## src/hw/rtl/learning_switch_port_security_macros.svh

```systemverilog
// assertion macros for the learning switch
`ifndef LEARNING_SWITCH_PORT_SECURITY_MACROS_SVH
`define LEARNING_SWITCH_PORT_SECURITY_MACROS_SVH

// same-cycle implication
`define LSPS_ASSERT_NOW(lbl, clk, rst_n, ante, cons) \
    lbl: assert property (@(posedge clk) disable iff (!rst_n) (ante) |-> (cons)) \
        else $error("lsps assertion failed");

// next-cycle implication
`define LSPS_ASSERT_NEXT(lbl, clk, rst_n, ante, cons) \
    lbl: assert property (@(posedge clk) disable iff (!rst_n) (ante) |=> (cons)) \
        else $error("lsps assertion failed");

`endif

```

## src/hw/rtl/lsps_pkg.sv

```systemverilog
`default_nettype none
package lsps_pkg;

    localparam int NUM_PORTS   = 32;
    localparam int FWD_ENTRIES = 1024;
    localparam int FWD_AW      = $clog2(FWD_ENTRIES);
    localparam int FWD_CW      = $clog2(FWD_ENTRIES + 1);
    localparam int SEC_AW      = $clog2(NUM_PORTS);

    localparam logic       KIND_FRAME = 1'b0;
    localparam logic       KIND_WRITE = 1'b1;

    localparam logic [1:0] ACT_DROP       = 2'd0;
    localparam logic [1:0] ACT_REDIRECT   = 2'd1;
    localparam logic [1:0] ACT_CONTROLLER = 2'd2;
    localparam logic [1:0] ACT_WRITTEN    = 2'd3;

    localparam logic [2:0] CAUSE_NONE      = 3'd0;
    localparam logic [2:0] CAUSE_TRUNC     = 3'd1;
    localparam logic [2:0] CAUSE_SRC_MAC   = 3'd2;
    localparam logic [2:0] CAUSE_SRC_IP    = 3'd3;
    localparam logic [2:0] CAUSE_DST_MAC   = 3'd4;
    localparam logic [2:0] CAUSE_SAME_PORT = 3'd5;

    localparam logic [15:0] ETH_HDR_LEN = 16'd14;
    localparam logic [15:0] IP_HDR_END  = 16'd34;
    localparam logic [15:0] ETYPE_IPV4  = 16'h0800;

    typedef struct packed {
        logic        kind;
        logic [4:0]  in_port;
        logic [15:0] captured_len;
        logic [47:0] src_mac;
        logic [47:0] dst_mac;
        logic [15:0] ethertype;
        logic [31:0] src_ip;
        logic        allow_mac_valid;
        logic [47:0] allow_mac;
        logic        allow_ip_valid;
        logic [31:0] allow_ip;
    } t_in;

    typedef struct packed {
        logic [1:0] action;
        logic [4:0] out_port;
        logic [2:0] drop_cause;
    } t_out;

    typedef struct packed {
        logic        mac_valid;
        logic [47:0] mac;
        logic        ip_valid;
        logic [31:0] ip;
    } t_sec;

    typedef struct packed {
        logic              en;
        logic [SEC_AW-1:0] addr;
        t_sec              data;
    } t_sec_wr;

    typedef struct packed {
        logic        fin;
        t_out        res;
        logic [4:0]  port;
        logic [47:0] smac;
        logic [47:0] dmac;
    } t_job;

    typedef struct packed {
        logic [47:0] mac;
        logic [4:0]  port;
    } t_fwd;

    function automatic logic port_ok(input logic [4:0] p);
        return {27'd0, p} < 32'(NUM_PORTS);
    endfunction

    function automatic logic [SEC_AW-1:0] sec_addr(input logic [4:0] p);
        return SEC_AW'(p);
    endfunction

endpackage
`default_nettype wire

```

## src/hw/rtl/lsps_queue.sv

```systemverilog
`default_nettype none
module lsps_queue (
    input  wire logic           i_clk,
    input  wire logic           i_rst_n,
    input  wire logic           i_push,
    input  wire lsps_pkg::t_job i_data,
    output logic                o_full,
    input  wire logic           i_pop,
    output logic                o_empty,
    output lsps_pkg::t_job      o_data
);
    import lsps_pkg::*;

    t_job       r_mem [2];
    logic       r_wp;
    logic       r_rp;
    logic [1:0] r_cnt;
    logic       wr;
    logic       rd;

    assign o_full  = r_cnt == 2'd2;
    assign o_empty = r_cnt == 2'd0;
    assign wr      = i_push && !o_full;
    assign rd      = i_pop && !o_empty;
    assign o_data  = r_mem[r_rp];

    always_ff @(posedge i_clk) begin
        if (!i_rst_n) begin
            r_wp  <= 1'b0;
            r_rp  <= 1'b0;
            r_cnt <= 2'd0;
        end else begin
            if (wr) begin
                r_wp <= !r_wp;
            end
            if (rd) begin
                r_rp <= !r_rp;
            end
            r_cnt <= r_cnt + {1'b0, wr} - {1'b0, rd};
        end
    end

    always_ff @(posedge i_clk) begin
        if (wr) begin
            r_mem[r_wp] <= i_data;
        end
    end

endmodule
`default_nettype wire

```

## config.mk

```make
export PLATFORM = sky130hd
export DESIGN_NAME = lsps_queue
export DESIGN_NICKNAME = d
export VERILOG_FILES = /design/src/hw/rtl/learning_switch_port_security_macros.svh /design/src/hw/rtl/lsps_pkg.sv /design/src/hw/rtl/lsps_queue.sv
export SDC_FILE = /design/constraint.sdc
export NUM_CORES = 1
export LEC_CHECK = 0
export ABC_AREA = 1
export BUFFER_PORTS_ARGS = -buffer_cell sky130_fd_sc_hd__buf_2
export CORE_MARGIN = 2
export CORE_UTILIZATION = 56
export CTS_CLUSTER_DIAMETER = 30
export DETAILED_ROUTE_END_ITERATION = 10
export PLACE_DENSITY = 0.85
export SYNTH_ARGS = -nofsm -noshare
export SYNTH_HDL_FRONTEND = slang
export SYNTH_SLANG_ARGS = --single-unit
```

## constraint.sdc

```tcl
create_clock -name i_clk -period 12.6 [get_ports i_clk]
set_input_delay 0.63 -clock i_clk [delete_from_list [all_inputs] [get_ports i_clk]]
set_output_delay 0.63 -clock i_clk [all_outputs]
set_load 0.02 [all_outputs]
```

==> summary.md <==
| Metric | Value |
|---|---|
| Run status | finished clean |
| CORE AREA | 14530 um2 |
| Area delta synth->final | 28.93% |
| Post-Synth Adder-Cell Area | 0.002998 |
| CTS Sinks | about 230 |
| Die Y | ~130 um |
| Period Utilization, post-route | 0.2638 |
| Lkg Pwr | ~0.0041 uW |
| Antenna-violating nets left | 0 |
| Setup_tns | 0 ns |
| Final hold viol count | 0 |
| Skew final | 0.01526 ns |
| Post-DP HPWL | 10010 um |
| CTS tree | done |
| Req. time, crit path | approximately 12 ns |
| Drt wl/cell | about 18 um |
| Routability cong. | roughly 0.76 |
| CTS Hold Buffers Added | 0 |
| Commonest non-fill, non-tap cell in the layout | buf_2 |
| Fillers | 836 |
| CP peak stage delay | approximately 0.85 ns |
| Power Internal | between 1500 and 2000 uW |
| Worst slew pin tran | roughly 1.1 ns |
| Pre-antenna DRT Iters | 4 |
| DRC | 0 |
| Die W | 126.1 um |
| Critical path data arrival time | between 2 and 3 ns |
| Slowest stage cell, crit path | buf_4 |
| Bufs on Longest Clock Path | 3 |
| Skew-Pair Late Insertion Delay | approximately 0.48 ns |
| Finish-stage setup viols | 0 |
| Synth area leaders | edfxtp_1 (81%), mux2_2 (15%), dfxtp_1 (1.2%), buf_6 (1.1%), inv_1 (0.40%) |
| Post-Synth Simple-Gate Area | 0.009442 |
| Cell accounting for the most synthesized area | edfxtp_1 |
| Yosys top cell area share | 0.8058 |
| Worst Reg2Reg Path Length in Cells | 5 |
| Mux share of post-synthesis cell area | 0.1511 |
| Row count | between 40 and 50 |
| Post-CTS Resized | 0 |
| VDD IR max | roughly 0.17 mV |
| H-Tree Level Count | 2 |
| Antenna Diode Count | 0 |
| Slew Limit Fails | 0 |
| Vias in the first global route | about 4700 |
| Switching Fraction | 0.2851 |
| Final wirelength | 15760 um |
| Top Ports | 230 |
| CTS clk-pin slew, worst paths | ~0.050 ns |
| RSZ-0062 raised after global routing | false |
| Storage cell area | around 6800 um2 |
| Clock share of power | 0.363 |
| Hold WC Path Type | primary input to flip-flop |
| Crit path time final | between 3 and 4 ns |
| Largest net degree at the start of global routing | 82 |
| Cell area after synthesis | 8348 um2 |
| Slew headroom | 0.2784 |
| Final core utilization | 0.7405 |
| Hold path cells | 1 |
| Total CTS buffers | 36 |
| Ys Warns | 0 |
| Worst setup SP type | flip-flop |
| First-pass GRT wire length | around 24000 um |
| Worst Path Class, Setup | flip-flop to output pin |
| CP Cell Sequence | buf_4 -> mux2_2 -> buf_2 |
| Synth unique cells | 12 |
| Main combinational cell family by area after synthesis | multiplexers |
| Crit end category | output pin |
| Max-Cap Viols | 0 |
| Total GRT Usage | 0.1940 |
| Starting Density | 0.5744 |
| # Post-CTS Setup Buffers | 0 |
| Syn nets | around 500 |
| Critical Path Fanout Max | slightly above 80 |
| Gr ovfl total | 0 |
| Seq cells post-synth | between 200 and 250 |
| PD cells | 227.1 nW/um2 |
| Vias | 4449 |
| Root buf cell | clkbuf_16 |
| Compound-Gate Fraction of Synth Area | 0.001199 |
| Achievable Freq | ~0.30 GHz |
| Die area | around 16000 um2 |
| Comb pwr share | 0.224 |
| Via density | 5.210 |
| DRT iter0 DRCs | about 220 |
| Initial antenna violation count | 0 |
| Seq/Total Area, Yosys | 0.8177 |
| Post-Syn Instances | 386 |
| Fraction of layout cells with a size suffix above 1 | 0.5970 |
| I/O Buffers | about 230 |
| Synth Area in XOR/XNOR | 0 |
| Syn Area/Cell | 21.63 um2 |
| Most frequent cells in the layout | buf_2 (229), edfxtp_1 (224), mux2_2 (112) |
| Nets | 762 |
| Flop pwr share | 0.412 |
| Multi-input gate area | approximately 1400 um2 |
| WHS | about 0.33 ns |
| Net Switching | 696.7 uW |
==> registers in the layout, summed over array words and instances (netlist names), named ones only <==
register	flops
r_cnt	2
r_mem	224
r_rp	1
r_wp	1
==> layout make-up <==
class | count | share of cell area
flip-flops and latches | 229 | 0.6346
multi-input cells | 136 | 0.1285
well taps | 184 | 0.02139
repair buffers | 232 | 0.1086
inverters | 9 | 0.003371
clock inverters | 17 | 0.01314
clock buffers | 47 | 0.09044
==> critical path: cells and delay by family, from the launching register on <==
| kind | cells | cell delay [ns] |
|---|---|---|
| buffers and inverters | 2 | 1.02 |
| flip-flops | 1 | 0.62 |
| multiplexers | 1 | 0.44 |
==> metrics by stage <==
| step | power [uW] | worst slack [ns] | std cells | area [um2] |
|---|---|---|---|---|
| 2_1_floorplan | 1411 | 6.660 | 386 | 8348 |
| 4_1_cts | 2470 | 9.244 | 854 | 10760 |
| 3_5_place_dp | 1572 | 9.597 | 790 | 9648 |
| 3_3_place_gp | 1550 | 9.672 | 790 | 9648 |
| 6_report | 2444 | 9.276 | 854 | 10760 |
| 5_1_grt | 2541 | 9.124 | 854 | 10760 |
==> cells by family (layout without fill, tap and decap cells) <==
family	count (synthesis)	in the layout
multiplexers	112	112
buffers and inverters	21	305
AO/OA/AOI/OAI	2	2
adder cells (fa/ha/maj)	2	2
AND/OR/NAND/NOR	20	20
flip-flops	229	229
==> cell usage after synthesis <==
cell type  instances
edfxtp_1         224
mux2_2           112
inv_1              9
nand2_1            9
buf_6              8
nor2_1             8
dfxtp_1            5
buf_2              3
nand3_1            3
a21oi_1            2
ha_1               2
buf_4              1
==> power by group through the flow <==
| stage | sequential (uW) | combinational, uW | clock (uW) |
|---|---|---|---|
| after floorplan | 1010 | 396 | 0 |
| after global placement | 1010 | 537 | 0 |
| after detailed placement | 1020 | 549 | 0 |
| after CTS | 1010 | 555 | 905 |
| after global routing | 1020 | 585 | 938 |
| final | 1010 | 548 | 888 |
==> worst paths after layout <==
path | startpoint | end | slack (ns)
worst min register to register | r_rp$_SDFFE_PN0P_ | flip-flop | 0.55
worst max-delay path | flip-flop | o_data[25] | 9.28
worst max register to register | r_cnt[0]$_SDFF_PN0_ | r_mem[0][97]$_DFFE_PP_ | 9.73
worst min-delay path | i_data[88] | r_mem[1][88]$_DFFE_PP_ | 0.33
==> per-layer routing <==
metal	wire length, um	track usage
met4	361	0.06464
met1	6098	0.2366
met5	0	0
met3	1322	0.06202
met2	7973	0.3308
Note: power is estimated with default switching activity, not from simulation.
