===== src/hw/rtl/learning_switch_port_security_macros.svh =====
// assertion macros for the learning switch
`ifndef LEARNING_SWITCH_PORT_SECURITY_MACROS_SVH
`define LEARNING_SWITCH_PORT_SECURITY_MACROS_SVH

// same-cycle implication
`define LSPS_ASSERT_NOW(lbl, clk, rst_n, ante, cons) \
    lbl: assert property (@(posedge clk) disable iff (!rst_n) (ante) |-> (cons)) \
        else $error("lsps assertion failed");

// next-cycle implication
`define LSPS_ASSERT_NEXT(lbl, clk, rst_n, ante, cons) \
    lbl: assert property (@(posedge clk) disable iff (!rst_n) (ante) |=> (cons)) \
        else $error("lsps assertion failed");

`endif


===== src/hw/rtl/lsps_pkg.sv =====
`default_nettype none
package lsps_pkg;

    localparam int NUM_PORTS   = 32;
    localparam int FWD_ENTRIES = 1024;
    localparam int FWD_AW      = $clog2(FWD_ENTRIES);
    localparam int FWD_CW      = $clog2(FWD_ENTRIES + 1);
    localparam int SEC_AW      = $clog2(NUM_PORTS);

    localparam logic       KIND_FRAME = 1'b0;
    localparam logic       KIND_WRITE = 1'b1;

    localparam logic [1:0] ACT_DROP       = 2'd0;
    localparam logic [1:0] ACT_REDIRECT   = 2'd1;
    localparam logic [1:0] ACT_CONTROLLER = 2'd2;
    localparam logic [1:0] ACT_WRITTEN    = 2'd3;

    localparam logic [2:0] CAUSE_NONE      = 3'd0;
    localparam logic [2:0] CAUSE_TRUNC     = 3'd1;
    localparam logic [2:0] CAUSE_SRC_MAC   = 3'd2;
    localparam logic [2:0] CAUSE_SRC_IP    = 3'd3;
    localparam logic [2:0] CAUSE_DST_MAC   = 3'd4;
    localparam logic [2:0] CAUSE_SAME_PORT = 3'd5;

    localparam logic [15:0] ETH_HDR_LEN = 16'd14;
    localparam logic [15:0] IP_HDR_END  = 16'd34;
    localparam logic [15:0] ETYPE_IPV4  = 16'h0800;

    typedef struct packed {
        logic        kind;
        logic [4:0]  in_port;
        logic [15:0] captured_len;
        logic [47:0] src_mac;
        logic [47:0] dst_mac;
        logic [15:0] ethertype;
        logic [31:0] src_ip;
        logic        allow_mac_valid;
        logic [47:0] allow_mac;
        logic        allow_ip_valid;
        logic [31:0] allow_ip;
    } t_in;

    typedef struct packed {
        logic [1:0] action;
        logic [4:0] out_port;
        logic [2:0] drop_cause;
    } t_out;

    typedef struct packed {
        logic        mac_valid;
        logic [47:0] mac;
        logic        ip_valid;
        logic [31:0] ip;
    } t_sec;

    typedef struct packed {
        logic              en;
        logic [SEC_AW-1:0] addr;
        t_sec              data;
    } t_sec_wr;

    typedef struct packed {
        logic        fin;
        t_out        res;
        logic [4:0]  port;
        logic [47:0] smac;
        logic [47:0] dmac;
    } t_job;

    typedef struct packed {
        logic [47:0] mac;
        logic [4:0]  port;
    } t_fwd;

    function automatic logic port_ok(input logic [4:0] p);
        return {27'd0, p} < 32'(NUM_PORTS);
    endfunction

    function automatic logic [SEC_AW-1:0] sec_addr(input logic [4:0] p);
        return SEC_AW'(p);
    endfunction

endpackage
`default_nettype wire


===== src/hw/rtl/lsps_sectab.sv =====
`default_nettype none
module lsps_sectab (
    input  wire logic                      i_clk,
    input  wire logic                      i_rst_n,
    input  wire lsps_pkg::t_sec_wr         i_wr,
    input  wire logic                      i_rd_a_en,
    input  wire logic [lsps_pkg::SEC_AW-1:0] i_rd_a_addr,
    output lsps_pkg::t_sec                 o_rd_a,
    input  wire logic                      i_rd_b_en,
    input  wire logic [lsps_pkg::SEC_AW-1:0] i_rd_b_addr,
    output lsps_pkg::t_sec                 o_rd_b
);
    import lsps_pkg::*;

    logic [NUM_PORTS-1:0] r_mac_valid;
    logic [NUM_PORTS-1:0] r_ip_valid;
    logic [47:0]          r_mac_mem [NUM_PORTS];
    logic [31:0]          r_ip_mem  [NUM_PORTS];
    t_sec                 r_rd_a;
    t_sec                 r_rd_b;

    always_ff @(posedge i_clk) begin
        if (!i_rst_n) begin
            r_mac_valid <= '0;
            r_ip_valid  <= '0;
        end else if (i_wr.en) begin
            r_mac_valid[i_wr.addr] <= i_wr.data.mac_valid;
            r_ip_valid[i_wr.addr]  <= i_wr.data.ip_valid;
        end
    end

    always_ff @(posedge i_clk) begin
        if (i_wr.en) begin
            r_mac_mem[i_wr.addr] <= i_wr.data.mac;
            r_ip_mem[i_wr.addr]  <= i_wr.data.ip;
        end
        if (i_rd_a_en) begin
            r_rd_a <= '{mac_valid: r_mac_valid[i_rd_a_addr], mac: r_mac_mem[i_rd_a_addr],
                        ip_valid: r_ip_valid[i_rd_a_addr], ip: r_ip_mem[i_rd_a_addr]};
        end
        if (i_rd_b_en) begin
            r_rd_b <= '{mac_valid: r_mac_valid[i_rd_b_addr], mac: r_mac_mem[i_rd_b_addr],
                        ip_valid: r_ip_valid[i_rd_b_addr], ip: r_ip_mem[i_rd_b_addr]};
        end
    end

    assign o_rd_a = r_rd_a;
    assign o_rd_b = r_rd_b;

endmodule
`default_nettype wire


===== config.mk =====
export PLATFORM = sky130hd
export DESIGN_NAME = lsps_sectab
export DESIGN_NICKNAME = d
export VERILOG_FILES = /design/src/hw/rtl/learning_switch_port_security_macros.svh /design/src/hw/rtl/lsps_pkg.sv /design/src/hw/rtl/lsps_sectab.sv
export SDC_FILE = /design/constraint.sdc
export NUM_CORES = 2
export LEC_CHECK = 0
export CORE_UTILIZATION = 60
export DETAILED_ROUTE_END_ITERATION = 10
export DONT_BUFFER_PORTS = 1
export PLACE_DENSITY = 0.74
export RECOVER_POWER = 50
export SLEW_MARGIN = 30
export SYNTH_ARGS = -nofsm -noshare
export SYNTH_HDL_FRONTEND = slang
export SYNTH_SLANG_ARGS = --single-unit
export TNS_END_PERCENT = 50

===== constraint.sdc =====
create_clock -name i_clk -period 6.4 [get_ports i_clk]
set_input_delay 0.32 -clock i_clk [delete_from_list [all_inputs] [get_ports i_clk]]
set_output_delay 0.32 -clock i_clk [all_outputs]
set_load 0.02 [all_outputs]

==> results.cfg <==
[floorplan]
fp.dieH_um = 460
dieArea_um2 = 212000
start_util_pct = 60.6
rows = 167
core_area_um2 = 208000
die_x_um = 460
top_level_ports = 266

[power_and_ir_drop]
p_leak_nw = 44.2
cellPowerDensity_nw_per_um2 = 290
finalPower_mw = 40.7
power.switching_mw = 9.03
p_clk_share_pct = 41.8
vdd_drop_max_mv = 0.337
p_int_mw = 31.7
p_sw_share_pct = 22.2
comb_power_share_pct = 7.3
pwr-share-seq_pct = 50.9

[run_status]
outcome = complete, but fails checks
failed_checks = negative hold slack, max-capacitance violations, max-slew violations

[grt]
antenna_found_initial = 15
track_usage_pct = 35.3
overflow = 0
grt_pass1_vias = 68500
grt_max_degree = 668
grt_pass1_wl_um = 520000

[timing]
holdWs_ps = -36.5
final.setup.tns_ps = 0
period_minus_slack_ps = 5160
fin_ws_ps = 1240
slew_violations = 385
finalCritPeriodShare_pct = 80.6
finalSetupViolations = 0
hold_viol_final = 2
tightest_slew_ps = 4640
fmax_ghz = 0.194
slew_headroom_pct = -209
finClkSkew_ps = 41.2
rsz0062_at_grt = no

[synthesis]
synth_edf_count = 2724
synthesis.nets = 5977
synth_area_per_cell_um2 = 21.4
synth_cells = 5875
synth_area_um2 = 126000
ys_ff_latch = 2788
synth_flop_cell = edfxtp_1
ys_seq_area_share_pct = 66.0
synth_cell_type_count = 41
yosysWarnings = 0
synthArstFlopShare_pct = 0

[routing]
vias = 69700
routed_wl_um = 371000
via_per_inst = 7.71
ant_nets = 0
wl_per_cell_um = 41.0
drt-initial-drc-count = 11000
drc = 0
drtPass1Iterations = 7

[finish]
register_area_um2 = 83100
final_cell_mix = 2,724 x edfxtp_1, 1,344 x mux4_2, 447 x mux2i_1
final_common_cell = edfxtp_1
final_util_pct = 67.4
area_growth_pct = 11.2
multi_input_area_um2 = 40600
finalNetCount = 6138
nFillCells = 12900
drive_above_1_share_pct = 32.2

[critical_path]
slowest_stage = clkinvlp_2
cp_data_required_time_ps = 6930
crit_type = in -> reg
crit_fanout = 43
end_kind = register
cp-start-kind = input pin
worstPathCellList = dlygate4sd3_1, and3b_1, nand2_1, clkinvlp_2, buf_4
cpPeakStageDelay_ps = 2760
critPathArrivalTime_ps = 5680
reg2regPathDepth = 5

[clock_network]
clock_sinks = 2788
clock_latency_ps = 960
clkTransAtPathRegs_ps = 60
cts_resized = 0
cts_tree = done
cts_root_buf = clkbuf_16
postCtsSetupBuffers = 0
cts_made_buffers = 299
clockBufferDepth = 4
htree_levels = 5

[placed_design]
gp_routability_congestion = 0.824
io_buffers = 0
hpwl_um = 177000
dpl_worst_slack_ps = 3380

[min_path]
hold_depth = 3
min_path_type = in -> reg

[flow_run]
maxCapViolations = 11
==> area by class of cell <==
type,count,area share (%)
Sequential cell,2788,59.3
Multi-Input combinational cell,2612,29.0
Tap cell,2788,2.49
Antenna cell,9,0.0161
Clock inverter,151,1.08
Inverter,14,0.110
Timing Repair Buffer,321,2.38
Clock buffer,356,5.61
==> per-stage QoR <==
| step | cell area, um^2 | instances |
|---|---|---|
| 5_1_grt | 140000 | 9032 |
| 3_3_place_gp | 128000 | 8278 |
| 2_1_floorplan | 126000 | 5875 |
| 3_5_place_dp | 128000 | 8282 |
| 6_report | 140000 | 9039 |
| 4_1_cts | 139000 | 8930 |
==> power by group through the flow <==
stage / registers, mW / logic, mW / clock network [mW]
after floorplan: 21.0 / 1.94 / 0
after global placement: 21.1 / 1.94 / 0
after detailed placement: 21.1 / 1.97 / 0
after CTS: 20.7 / 2.46 / 17.1
after global routing: 20.7 / 3.08 / 17.8
final: 20.7 / 2.97 / 17.0
==> final timing paths <==
check	from	to	slack, ps
worst max-delay path	i_wr[82]	r_mac_mem[5][0]	1240
worst min-delay path	i_rd_b_addr[2]	o_rd_b[73]	-40
worst max register to register	r_ip_mem[23][2]	o_rd_a[2]	3540
worst min register to register	r_mac_valid[17]	r_mac_valid[17]	500
==> flip-flops by register name, summed over array words and instances (netlist names) <==
| signal | count |
|---|---|
| o_rd_a | 82 |
| o_rd_b | 82 |
| r_ip_mem | 1024 |
| r_ip_valid | 32 |
| r_mac_mem | 1536 |
| r_mac_valid | 32 |
==> kinds of logic (layout without fill, tap and decap cells) <==
group                  after synthesis  in the layout  synth area share, %
muxes                             1875           1875                 28.3
other                                0              9                    0
DFF                               2788           2788                 66.0
AOI/OAI and AO/OA                  436            436                 2.70
buffers and inverters              475            842                 1.90
and+or+nand+nor                    301            301                 1.07
==> routing by layer <==
layer	track usage [%]	up-vias	routed length, um
met5	0	-	57
met1	50.5	37000	132000
met3	9.77	816	51500
li1	-	26100	-
met2	52.3	5766	171000
met4	14.1	8	16000
==> critical path, delay by kind of cell <==
family	cells	cell delay, ps
simple gates	2	370
buf+inv	3	4870
==> cell usage after synthesis (all sizes together), types with 2 or more instances <==
library cell	n	area, um^2
a211oi	15	113
a21boi	56	420
a21o	8	60.1
a21oi	3	15.0
a221o	5	50.1
a221oi	103	902
a22o	26	228
a22oi	34	255
a32o	46	460
and2	7	43.8
buf	319	1800
clkbuf	142	533
dfxtp	64	1280
edfxtp	2724	81800
inv	13	48.8
mux2	84	946
mux2i	447	4470
mux4	1344	30300
nand2	193	724
nand2b	8	50.1
nand3	2	10.0
nand3b	6	45.0
nor2	29	109
nor2b	30	188
nor3b	3	22.5
nor4	3	18.8
o21a	32	240
o21ai	32	160
o221ai	5	43.8
o22ai	68	425
o41ai	3	26.3
or2	12	75.1
or3	2	12.5
or3b	3	26.3
==> repair_timing <==
item,CTS,global route
hold buffers,141,75
endpoints found under the setup margin,0,0
endpoints found under the hold margin,2937,2400
Power figures use the tool's default switching activity.
