<file path="src/hw/rtl/learning_switch_port_security_macros.svh">
// assertion macros for the learning switch
`ifndef LEARNING_SWITCH_PORT_SECURITY_MACROS_SVH
`define LEARNING_SWITCH_PORT_SECURITY_MACROS_SVH

// same-cycle implication
`define LSPS_ASSERT_NOW(lbl, clk, rst_n, ante, cons) \
    lbl: assert property (@(posedge clk) disable iff (!rst_n) (ante) |-> (cons)) \
        else $error("lsps assertion failed");

// next-cycle implication
`define LSPS_ASSERT_NEXT(lbl, clk, rst_n, ante, cons) \
    lbl: assert property (@(posedge clk) disable iff (!rst_n) (ante) |=> (cons)) \
        else $error("lsps assertion failed");

`endif

</file>
<file path="src/hw/rtl/lsps_pkg.sv">
`default_nettype none
package lsps_pkg;

    localparam int NUM_PORTS   = 32;
    localparam int FWD_ENTRIES = 1024;
    localparam int FWD_AW      = $clog2(FWD_ENTRIES);
    localparam int FWD_CW      = $clog2(FWD_ENTRIES + 1);
    localparam int SEC_AW      = $clog2(NUM_PORTS);

    localparam logic       KIND_FRAME = 1'b0;
    localparam logic       KIND_WRITE = 1'b1;

    localparam logic [1:0] ACT_DROP       = 2'd0;
    localparam logic [1:0] ACT_REDIRECT   = 2'd1;
    localparam logic [1:0] ACT_CONTROLLER = 2'd2;
    localparam logic [1:0] ACT_WRITTEN    = 2'd3;

    localparam logic [2:0] CAUSE_NONE      = 3'd0;
    localparam logic [2:0] CAUSE_TRUNC     = 3'd1;
    localparam logic [2:0] CAUSE_SRC_MAC   = 3'd2;
    localparam logic [2:0] CAUSE_SRC_IP    = 3'd3;
    localparam logic [2:0] CAUSE_DST_MAC   = 3'd4;
    localparam logic [2:0] CAUSE_SAME_PORT = 3'd5;

    localparam logic [15:0] ETH_HDR_LEN = 16'd14;
    localparam logic [15:0] IP_HDR_END  = 16'd34;
    localparam logic [15:0] ETYPE_IPV4  = 16'h0800;

    typedef struct packed {
        logic        kind;
        logic [4:0]  in_port;
        logic [15:0] captured_len;
        logic [47:0] src_mac;
        logic [47:0] dst_mac;
        logic [15:0] ethertype;
        logic [31:0] src_ip;
        logic        allow_mac_valid;
        logic [47:0] allow_mac;
        logic        allow_ip_valid;
        logic [31:0] allow_ip;
    } t_in;

    typedef struct packed {
        logic [1:0] action;
        logic [4:0] out_port;
        logic [2:0] drop_cause;
    } t_out;

    typedef struct packed {
        logic        mac_valid;
        logic [47:0] mac;
        logic        ip_valid;
        logic [31:0] ip;
    } t_sec;

    typedef struct packed {
        logic              en;
        logic [SEC_AW-1:0] addr;
        t_sec              data;
    } t_sec_wr;

    typedef struct packed {
        logic        fin;
        t_out        res;
        logic [4:0]  port;
        logic [47:0] smac;
        logic [47:0] dmac;
    } t_job;

    typedef struct packed {
        logic [47:0] mac;
        logic [4:0]  port;
    } t_fwd;

    function automatic logic port_ok(input logic [4:0] p);
        return {27'd0, p} < 32'(NUM_PORTS);
    endfunction

    function automatic logic [SEC_AW-1:0] sec_addr(input logic [4:0] p);
        return SEC_AW'(p);
    endfunction

endpackage
`default_nettype wire

</file>
<file path="src/hw/rtl/lsps_front.sv">
`default_nettype none
module lsps_front (
    input  wire logic                        i_clk,
    input  wire logic                        i_rst_n,
    input  wire logic                        i_push,
    output logic                             o_full,
    input  wire lsps_pkg::t_in               i_item,
    input  wire logic                        i_drain,
    output logic                             o_rd_en,
    output logic [lsps_pkg::SEC_AW-1:0]      o_rd_addr,
    input  wire lsps_pkg::t_sec              i_rd,
    output lsps_pkg::t_sec_wr                o_wr,
    output logic                             o_q_push,
    input  wire logic                        i_q_full,
    output lsps_pkg::t_job                   o_job
);
    import lsps_pkg::*;

    logic r_vld;
    logic n_vld;
    t_in  r_item;
    logic accept;
    logic go;
    logic ok;

    assign accept    = i_push && !r_vld;
    assign o_full    = r_vld;
    assign o_rd_en   = accept;
    assign o_rd_addr = sec_addr(i_item.in_port);
    assign ok        = port_ok(r_item.in_port);

    always_comb begin
        o_job.fin  = 1'b1;
        o_job.res  = '{action: ACT_DROP, out_port: 5'd0, drop_cause: CAUSE_NONE};
        o_job.port = r_item.in_port;
        o_job.smac = r_item.src_mac;
        o_job.dmac = r_item.dst_mac;
        o_wr.en    = 1'b0;
        o_wr.addr  = sec_addr(r_item.in_port);
        o_wr.data  = '{mac_valid: r_item.allow_mac_valid, mac: r_item.allow_mac,
                       ip_valid: r_item.allow_ip_valid, ip: r_item.allow_ip};
        go         = !i_q_full;
        if (r_item.kind == KIND_WRITE) begin
            // table writes wait until the back end holds nothing in flight
            go               = i_drain && !i_q_full;
            o_job.res.action = ACT_WRITTEN;
            o_wr.en          = r_vld && go && ok;
        end else if (r_item.captured_len < ETH_HDR_LEN) begin
            o_job.res.drop_cause = CAUSE_TRUNC;
        end else if (ok && i_rd.mac_valid && r_item.src_mac != i_rd.mac) begin
            o_job.res.drop_cause = CAUSE_SRC_MAC;
        end else if (r_item.ethertype == ETYPE_IPV4 && ok && i_rd.ip_valid &&
                     r_item.captured_len < IP_HDR_END) begin
            o_job.res.drop_cause = CAUSE_TRUNC;
        end else if (r_item.ethertype == ETYPE_IPV4 && ok && i_rd.ip_valid &&
                     r_item.src_ip != i_rd.ip) begin
            o_job.res.drop_cause = CAUSE_SRC_IP;
        end else begin
            o_job.fin = 1'b0;
        end
        o_q_push = r_vld && go;
        n_vld    = r_vld;
        if (accept) begin
            n_vld = 1'b1;
        end else if (o_q_push) begin
            n_vld = 1'b0;
        end
    end

    always_ff @(posedge i_clk) begin
        if (!i_rst_n) begin
            r_vld <= 1'b0;
        end else begin
            r_vld <= n_vld;
        end
    end

    always_ff @(posedge i_clk) begin
        if (accept) begin
            r_item <= i_item;
        end
    end

endmodule
`default_nettype wire

</file>
<file path="config.mk">
export PLATFORM = sky130hd
export DESIGN_NAME = lsps_front
export DESIGN_NICKNAME = d
export VERILOG_FILES = /design/src/hw/rtl/learning_switch_port_security_macros.svh /design/src/hw/rtl/lsps_pkg.sv /design/src/hw/rtl/lsps_front.sv
export SDC_FILE = /design/constraint.sdc
export NUM_CORES = 1
export LEC_CHECK = 0
export BUFFER_PORTS_ARGS = -buffer_cell sky130_fd_sc_hd__buf_2
export CORE_AREA = 2 2 210 212
export DETAILED_ROUTE_END_ITERATION = 10
export DIE_AREA = 0 0 212 214
export PLACE_DENSITY = 0.5
export RECOVER_POWER = 50
export SYNTH_ARGS = -nofsm -noshare
export SYNTH_HDL_FRONTEND = slang
export SYNTH_SLANG_ARGS = --single-unit
</file>
<file path="constraint.sdc">
create_clock -name i_clk -period 55.1 [get_ports i_clk]
set_clock_uncertainty 0.2 [all_clocks]
set_input_delay 11.02 -clock i_clk [delete_from_list [all_inputs] [get_ports i_clk]]
set_output_delay 11.02 -clock i_clk [all_outputs]
set_load 0.03 [all_outputs]
</file>
==> qor.txt, run 1 <==
grt ovf - 0
Setup Buffers After CTS - 0
CTS tree - yes
CP bufs+invs - 2
most frequent CP cell - buf_2
min cycle time layout - 24.61 ns
Placement Rows - 76
final wirelength - 26.55 mm
clk root buf - clkbuf_16
register area share after synthesis - 0.7428
critical setup path kind - in -> out
critical path's slowest cell - nor4_1
Sink Count - 248
worst relative slew slack - 0.1006
wire per inst - 16.95 microns
worst endpoint data arrival time - 13.39 ns
PostCTS Resize Cnt - 0
endpoints failing hold - 0
clock-pin slew on the worst setup and hold paths - 0.06 ns
Initial Util - 0.2335
PD cells - 35.48 mW/mm^2
All-Layer GR Usage - 0.1116
peak supply drop - 0.00002645 V
max-cap violations - 0
Slew Viols, Final - 0
DR DRC count - 0
synthesis warning total - 0
drt pass-1 iters - 4
first-pass GRT wire length - 36.90 mm
placed cells - 1515
H-tree levels - 1
cts hold-fix bufs - 0
Die Y-Extent - 214 microns
pin count of the biggest net entering global routing - 72
family with the most delay on the worst path - simple AND/OR/NAND/NOR gates
CTS Buf Count - 27
core area - 0.04289 sq mm
hpwl dp - 21.00 mm
RSZ-0062 raised after global routing - no
Die Wd - 212 microns
Fmax - 40.64 MHz
DIE AREA - 0.04537 sq mm
num ports - 543
crit-path max FO - 2
total negative setup slack - 0 ns
Syn Inst Count - 587
status - finished clean
Critical Path RT - 43.88 ns
initial antenna violation count - 4
setup violators final - 0
vias per inst - 3.642
Final ANT Viol Nets - 0
Starting DRT DRC Count - 203
mean post-synth cell area - 17.06 sq um
register bit total from synthesis - 248
LEAKAGE - 5.064 nW
vias in the first global route - 6110
crit path capture type - output pin
vias - 5704
GP Congestion - 0.7552
CTS max path bufs - 3
hold_ws - 0.3898 ns
Worst-Skew Late Latency - 0.55 ns
Tcrit/Tclk final - 0.4466
filler cell count in the final layout - 4434
I/O Buffers - 535
startpoint types - primary input
cells along the critical path - buf_2 -> xor2_1 -> nor4_1 -> nand4_1 -> nor3_1 -> and4bb_1 -> buf_2
Max stage delay on crit path - 0.73 ns
Layout area overhead - 26.57%
hold crit path type - reg -> reg
fin nets - 1294
register area - 0.007437 sq mm
synthesized cell area - 0.01001 sq mm
Non-Filler Instances - 1566
total power - 0.4496 mW
share of layout cells above drive strength 1 - 0.4776
Slew @ Worst Pin - 1.346 ns
Netlist cell types - 25
area of the multi-input gates - 0.001077 sq mm
cells in the final DEF (no fill, tap or decap), types with 2 or more instances in the layout:
master     synthesis  routed
clkbuf_1           0     116
buf_4            201       4
nand4_1            6       6
or3_1              2       2
nor4b_1            2       2
o21ai_0            2       2
bufinv_16          0       2
clkbuf_16          0      27
inv_1              2       2
conb_1             1       6
clkinv_2           0       6
nor2_1             3       3
nand2_1            4       4
buf_2              0     427
clkinv_1           0       5
nor4_1            24      24
xor2_1            80      80
edfxtp_1         247     247
through the flow:
stage          instance area [sq um]    util  setup WS (ns)
6_report                       12670  0.2955          30.49
3_3_place_gp                   11970  0.2791          30.37
3_5_place_dp                   11970  0.2791          30.34
5_1_grt                        12670  0.2954          30.31
2_1_floorplan                  10030       -          21.85
4_1_cts                        12810  0.2988          30.34
area by class of cell:
cell class | count | area share
antenna | 1 | 0.0001975
clock buffer | 35 | 0.05569
clock inverter | 15 | 0.01086
inverter | 2 | 0.0005924
multi-input combinational | 141 | 0.08501
sequential | 248 | 0.5869
tap | 585 | 0.05776
timing repair buffer | 539 | 0.2030
routing by layer:
| layer | GRT usage | vias up | part of all wire |
|---|---|---|---|
| li1 | - | 2670 | - |
| met1 | 0.1077 | 2654 | 0.34 |
| met2 | 0.2092 | 334 | 0.52 |
| met3 | 0.04867 | 40 | 0.11 |
| met4 | 0.03662 | 6 | 0.029 |
| met5 | 0 | - | 0.0014 |
cell families after synthesis:
family / share of synthesized area
flops: 0.7428
buf+inv: 0.1515
xor+xnor: 0.06998
simple gates: 0.02862
compound gates: 0.006749
other cells: 0.0003745
power by group:
part	switching [mW]	internal, mW
clock network	0.0743	0.100
logic	0.0334	0.0157
registers	0.00441	0.222
synth_stat cells:
library cell  count  share of area
a21oi_1           1        0.00050
a311oi_1          1        0.00087
and4_1            1        0.00087
and4b_1           1         0.0010
and4bb_1          1         0.0012
buf_4           201           0.15
conb_1            1        0.00037
dfxtp_1           1         0.0020
edfxtp_1        247           0.74
inv_1             2        0.00075
nand2_1           4         0.0015
nand4_1           6         0.0037
nor2_1            3         0.0011
nor2b_1           1        0.00063
nor3_1            1        0.00050
nor4_1           24          0.015
nor4b_1           2         0.0017
o2111ai_1         1        0.00087
o211a_1           1         0.0010
o21ai_0           2         0.0010
o311ai_1          1        0.00087
o31ai_1           1        0.00075
o41ai_1           1        0.00087
or3_1             2         0.0012
xor2_1           80          0.070
registers in the layout, indices dropped and copies added (netlist names):
signal  flops
o_full      1
o_wr       82
o_job     101
r_item     64
worst reg2reg max path: cells and delay by family (launching register included):
family,cells,cell delay [ns]
simple gates,1,1.03
flops,1,0.34
buf+inv,2,1.59
final timing paths:
| path | startpoint | end | slack (ns) | cells past startpoint |
|---|---|---|---|---|
| setup reg to reg | o_full$_SDFFE_PN0P_ | o_wr[59]$_DFFE_PP_ | 51.58 | 3 |
| hold reg to reg | o_full$_SDFFE_PN0P_ | o_full$_SDFFE_PN0P_ | 0.39 | 2 |
| hold / removal | o_full$_SDFFE_PN0P_ | o_full$_SDFFE_PN0P_ | 0.39 | 2 |
| setup / recovery | i_rd[23] | o_job[101] | 30.49 | 7 |
No activity file was read; power rests on OpenSTA's default activity.
==> run 2, diff against run 1 <==
--- a/config.mk
+++ b/config.mk
@@ -5,11 +5,12 @@
 export SDC_FILE = /design/constraint.sdc
 export NUM_CORES = 1
 export LEC_CHECK = 0
+export ABC_AREA = 1
 export BUFFER_PORTS_ARGS = -buffer_cell sky130_fd_sc_hd__buf_2
-export CORE_AREA = 2 2 210 212
+export CORE_AREA = 2 2 208 210
 export DETAILED_ROUTE_END_ITERATION = 10
-export DIE_AREA = 0 0 212 214
-export PLACE_DENSITY = 0.5
+export DIE_AREA = 0 0 210 212
+export PLACE_DENSITY = 0.54
 export RECOVER_POWER = 50
 export SYNTH_ARGS = -nofsm -noshare
 export SYNTH_HDL_FRONTEND = slang
==> constraint.sdc (replaced) <==
create_clock -name i_clk -period 21.2 [get_ports i_clk]
set_clock_uncertainty 0.2 [all_clocks]
set_input_delay 4.24 -clock i_clk [delete_from_list [all_inputs] [get_ports i_clk]]
set_output_delay 4.24 -clock i_clk [all_outputs]
set_load 0.03 [all_outputs]
==> qor.txt, run 2 <==
status - finished, violations left
failing checks - max-capacitance violations, max-slew violations
worst relative slew slack - -1.450 (-1.551)
initial antenna violation count - 9 (+5)
RR Startpoint - o_full$_SDFFE_PN0P_
H-tree levels - 1 (unchanged)
Setup Buffers After CTS - 0 (unchanged)
Layout area overhead - 26.02%
synthesized cell area - 0.01043 sq mm (+4.2%)
clk root buf - clkbuf_16
most frequent cells in the layout - 489 x buf_2, 247 x edfxtp_1, 125 x nand2_1
GP Congestion - 0.7609 (+0.75%)
Tcrit/Tclk final - 0.4727
fin nets - 1458 (+13%)
PostCTS Resize Cnt - 0 (unchanged)
clock-pin slew on the worst setup and hold paths - 0.06 ns (about the same)
vias in the first global route - 6301 (+3.1%)
peak supply drop - 0.00006247 V (+140%)
share of the synthesized area in the top cell type - 0.7109 (-0.02994)
register area share after synthesis - 0.7128 (-0.03002)
Die Wd - 210 microns (-0.94%)
top cells by count, synth - 247 x edfxtp_1, 201 x buf_4, 125 x nand2_1
Netlist cell types - 22 (-12%)
final worst setup slack - 11.18 ns (-19.31 ns)
mean post-synth cell area - 13.89 sq um (-19%)
largest area contributor in the netlist - edfxtp_1
top_reg_cell synth - edfxtp_1
max-cap violations - 1 (+1)
Worst-Skew Late Latency - 0.54 ns (about the same)
fraction of synthesis flops using an asynchronous set or reset pin - 0 (unchanged)
Syn Inst Count - 751 (+28%)
RSZ-0062 raised after global routing - no
Starting DRT DRC Count - 179 (-12%)
share of layout cells above drive strength 1 - 0.4681 (-0.009485)
CTS tree - yes
Post-synth EDFFs - 247 (unchanged)
most common cell after layout, fill and taps aside - buf_2
vias - 6290 (+10%)
register bit total from synthesis - 248 (unchanged)
Critical Path RT - 16.76 ns (-27.12 ns)
startpoint types - primary input
DR DRC count - 0 (unchanged)
DIE AREA - 0.04452 sq mm (-1.9%)
PD cells - 90.12 mW/mm^2 (+150%)
CTS max path bufs - 3 (unchanged)
total negative setup slack - 0 ns (unchanged)
CP startpoint - i_rd[15]
I/O Buffers - 535 (unchanged)
Slew @ Worst Pin - 3.676 ns (+2.329 ns)
critical setup path kind - in -> out
wire per inst - 15.64 microns (-7.7%)
pin count of the biggest net entering global routing - 130 (+81%)
CTS Buf Count - 28 (+3.7%)
hold crit path type - reg -> reg
Place WS - 11.06 ns (-19.28 ns)
Largest register FFs - 101 (unchanged)
vias per inst - 3.715 (+2.0%)
Fmax - 99.80 MHz
dpl cell area - 0.01235 sq mm (+3.2%)
hpwl dp - 20.89 mm (-0.53%)
core area - 0.04251 sq mm (-0.89%)
crit-path max FO - 2 (unchanged)
design area - 0.01315 sq mm (+3.8%)
Initial Util - 0.2455 (+0.01201)
synth top area cells - edfxtp_1 71%, buf_4 14%, xnor2_1 4.8%
setup violators final - 0 (unchanged)
first-pass GRT wire length - 36.65 mm (-0.69%)
Die Y-Extent - 212 microns (-0.93%)
Sink Count - 248 (unchanged)
grt ovf - 0 (unchanged)
min cycle time layout - 10.02 ns
drt pass-1 iters - 4 (unchanged)
final wirelength - 26.48 mm (-0.25%)
worst endpoint data arrival time - 5.58 ns (-7.81 ns)
Final ANT Viol Nets - 0 (unchanged)
synthesis warning total - 0 (unchanged)
cts hold-fix bufs - 0 (unchanged)
crit path capture type - output pin
All-Layer GR Usage - 0.1115 (about the same)
num ports - 543 (unchanged)
Placement Rows - 76 (unchanged)
HP Start - o_full$_SDFFE_PN0P_
LEAKAGE - 5.620 nW (+11%)
Slew Viols, Final - 65 (+65)
endpoints failing hold - 0 (unchanged)
most common cell in the synthesized netlist - edfxtp_1
-- run 2: cell types whose count changed in the layout (fill, tap and decap cells not counted), moves of 23 or more --
cell	before	now
buf_2	427	489
nand2_1	4	125
nor4_1	24	1
xor2_1	80	0
nor2_1	3	37
clkbuf_1	116	54
xnor2_1	0	57
inv_1	2	59
-- run 2: layer usage --
layer  GRT usage  vias to the layer above  routed length, microns
li1            -                     3038                       -
met1      0.1177                     2853                    9622
met2      0.2006                      338                   13400
met3     0.04653                       49                    2737
met4     0.03717                       12                     640
met5           0                        -                      80
-- run 2: critical path: stages --
cell,delay [ns]
buf_2,0.11
xnor2_1,0.14
nand2_1,0.11
nor2_1,0.14
nand2_1,0.10
nor2_1,0.09
nand2_1,0.16
nand2_1,0.13
nand2_1,0.06
nand2_1,0.07
a21oi_2,0.05
buf_2,0.18
-- run 2: cell families after synthesis --
logic type / Yosys count / synth area share
and+or+nand+nor: 178 / 0.06931
other: 1 / 0.0003594
xor gates and xnor gates: 57 / 0.04785
buffers and inverters: 261 / 0.1662
DFF: 248 / 0.7128
AOI/OAI and AO/OA: 6 / 0.003478
-- run 2: worst paths after layout --
path | to | slack [ns] | depth (start not counted)
setup / recovery | o_job[101] | 11.18 | 12
hold / removal | o_full$_SDFFE_PN0P_ | 0.38 | 2
setup reg to reg | o_job[59]$_DFFE_PP_ | 16.10 | 3
hold reg to reg | o_full$_SDFFE_PN0P_ | 0.38 | 2
-- run 2: where the power goes --
part           internal [mW]  switching (mW)  leakage (nW)
sequential             0.577          0.0115          2.37
clock                  0.266           0.192         0.414
combinational         0.0474          0.0914          2.84
-- run 2: final cells by class --
cell class	instances	area [sq um]
antenna	4	10.01
inverter	60	225.2
multi-input combinational	247	1281
timing repair buffer	538	2651
clock buffer	35	726.9
clock inverter	15	133.9
tap	546	683.2
fill	4396	29360
sequential	248	7437
-- run 2: metrics by stage --
stage | hold slack, ns | total power [mW] | std cells | utilization
finish | 0.3807 | 1.185 | 1693 | 0.3093
global route | 0.4654 | 1.235 | 1690 | 0.3092
CTS | 0.4174 | 1.207 | 1689 | 0.3107
detailed placement | 0.4073 | 0.7409 | 1639 | 0.2905
global placement | 0.3861 | 0.7386 | 1639 | 0.2905
floorplan | 0.4809 | 0.7139 | 756 | -
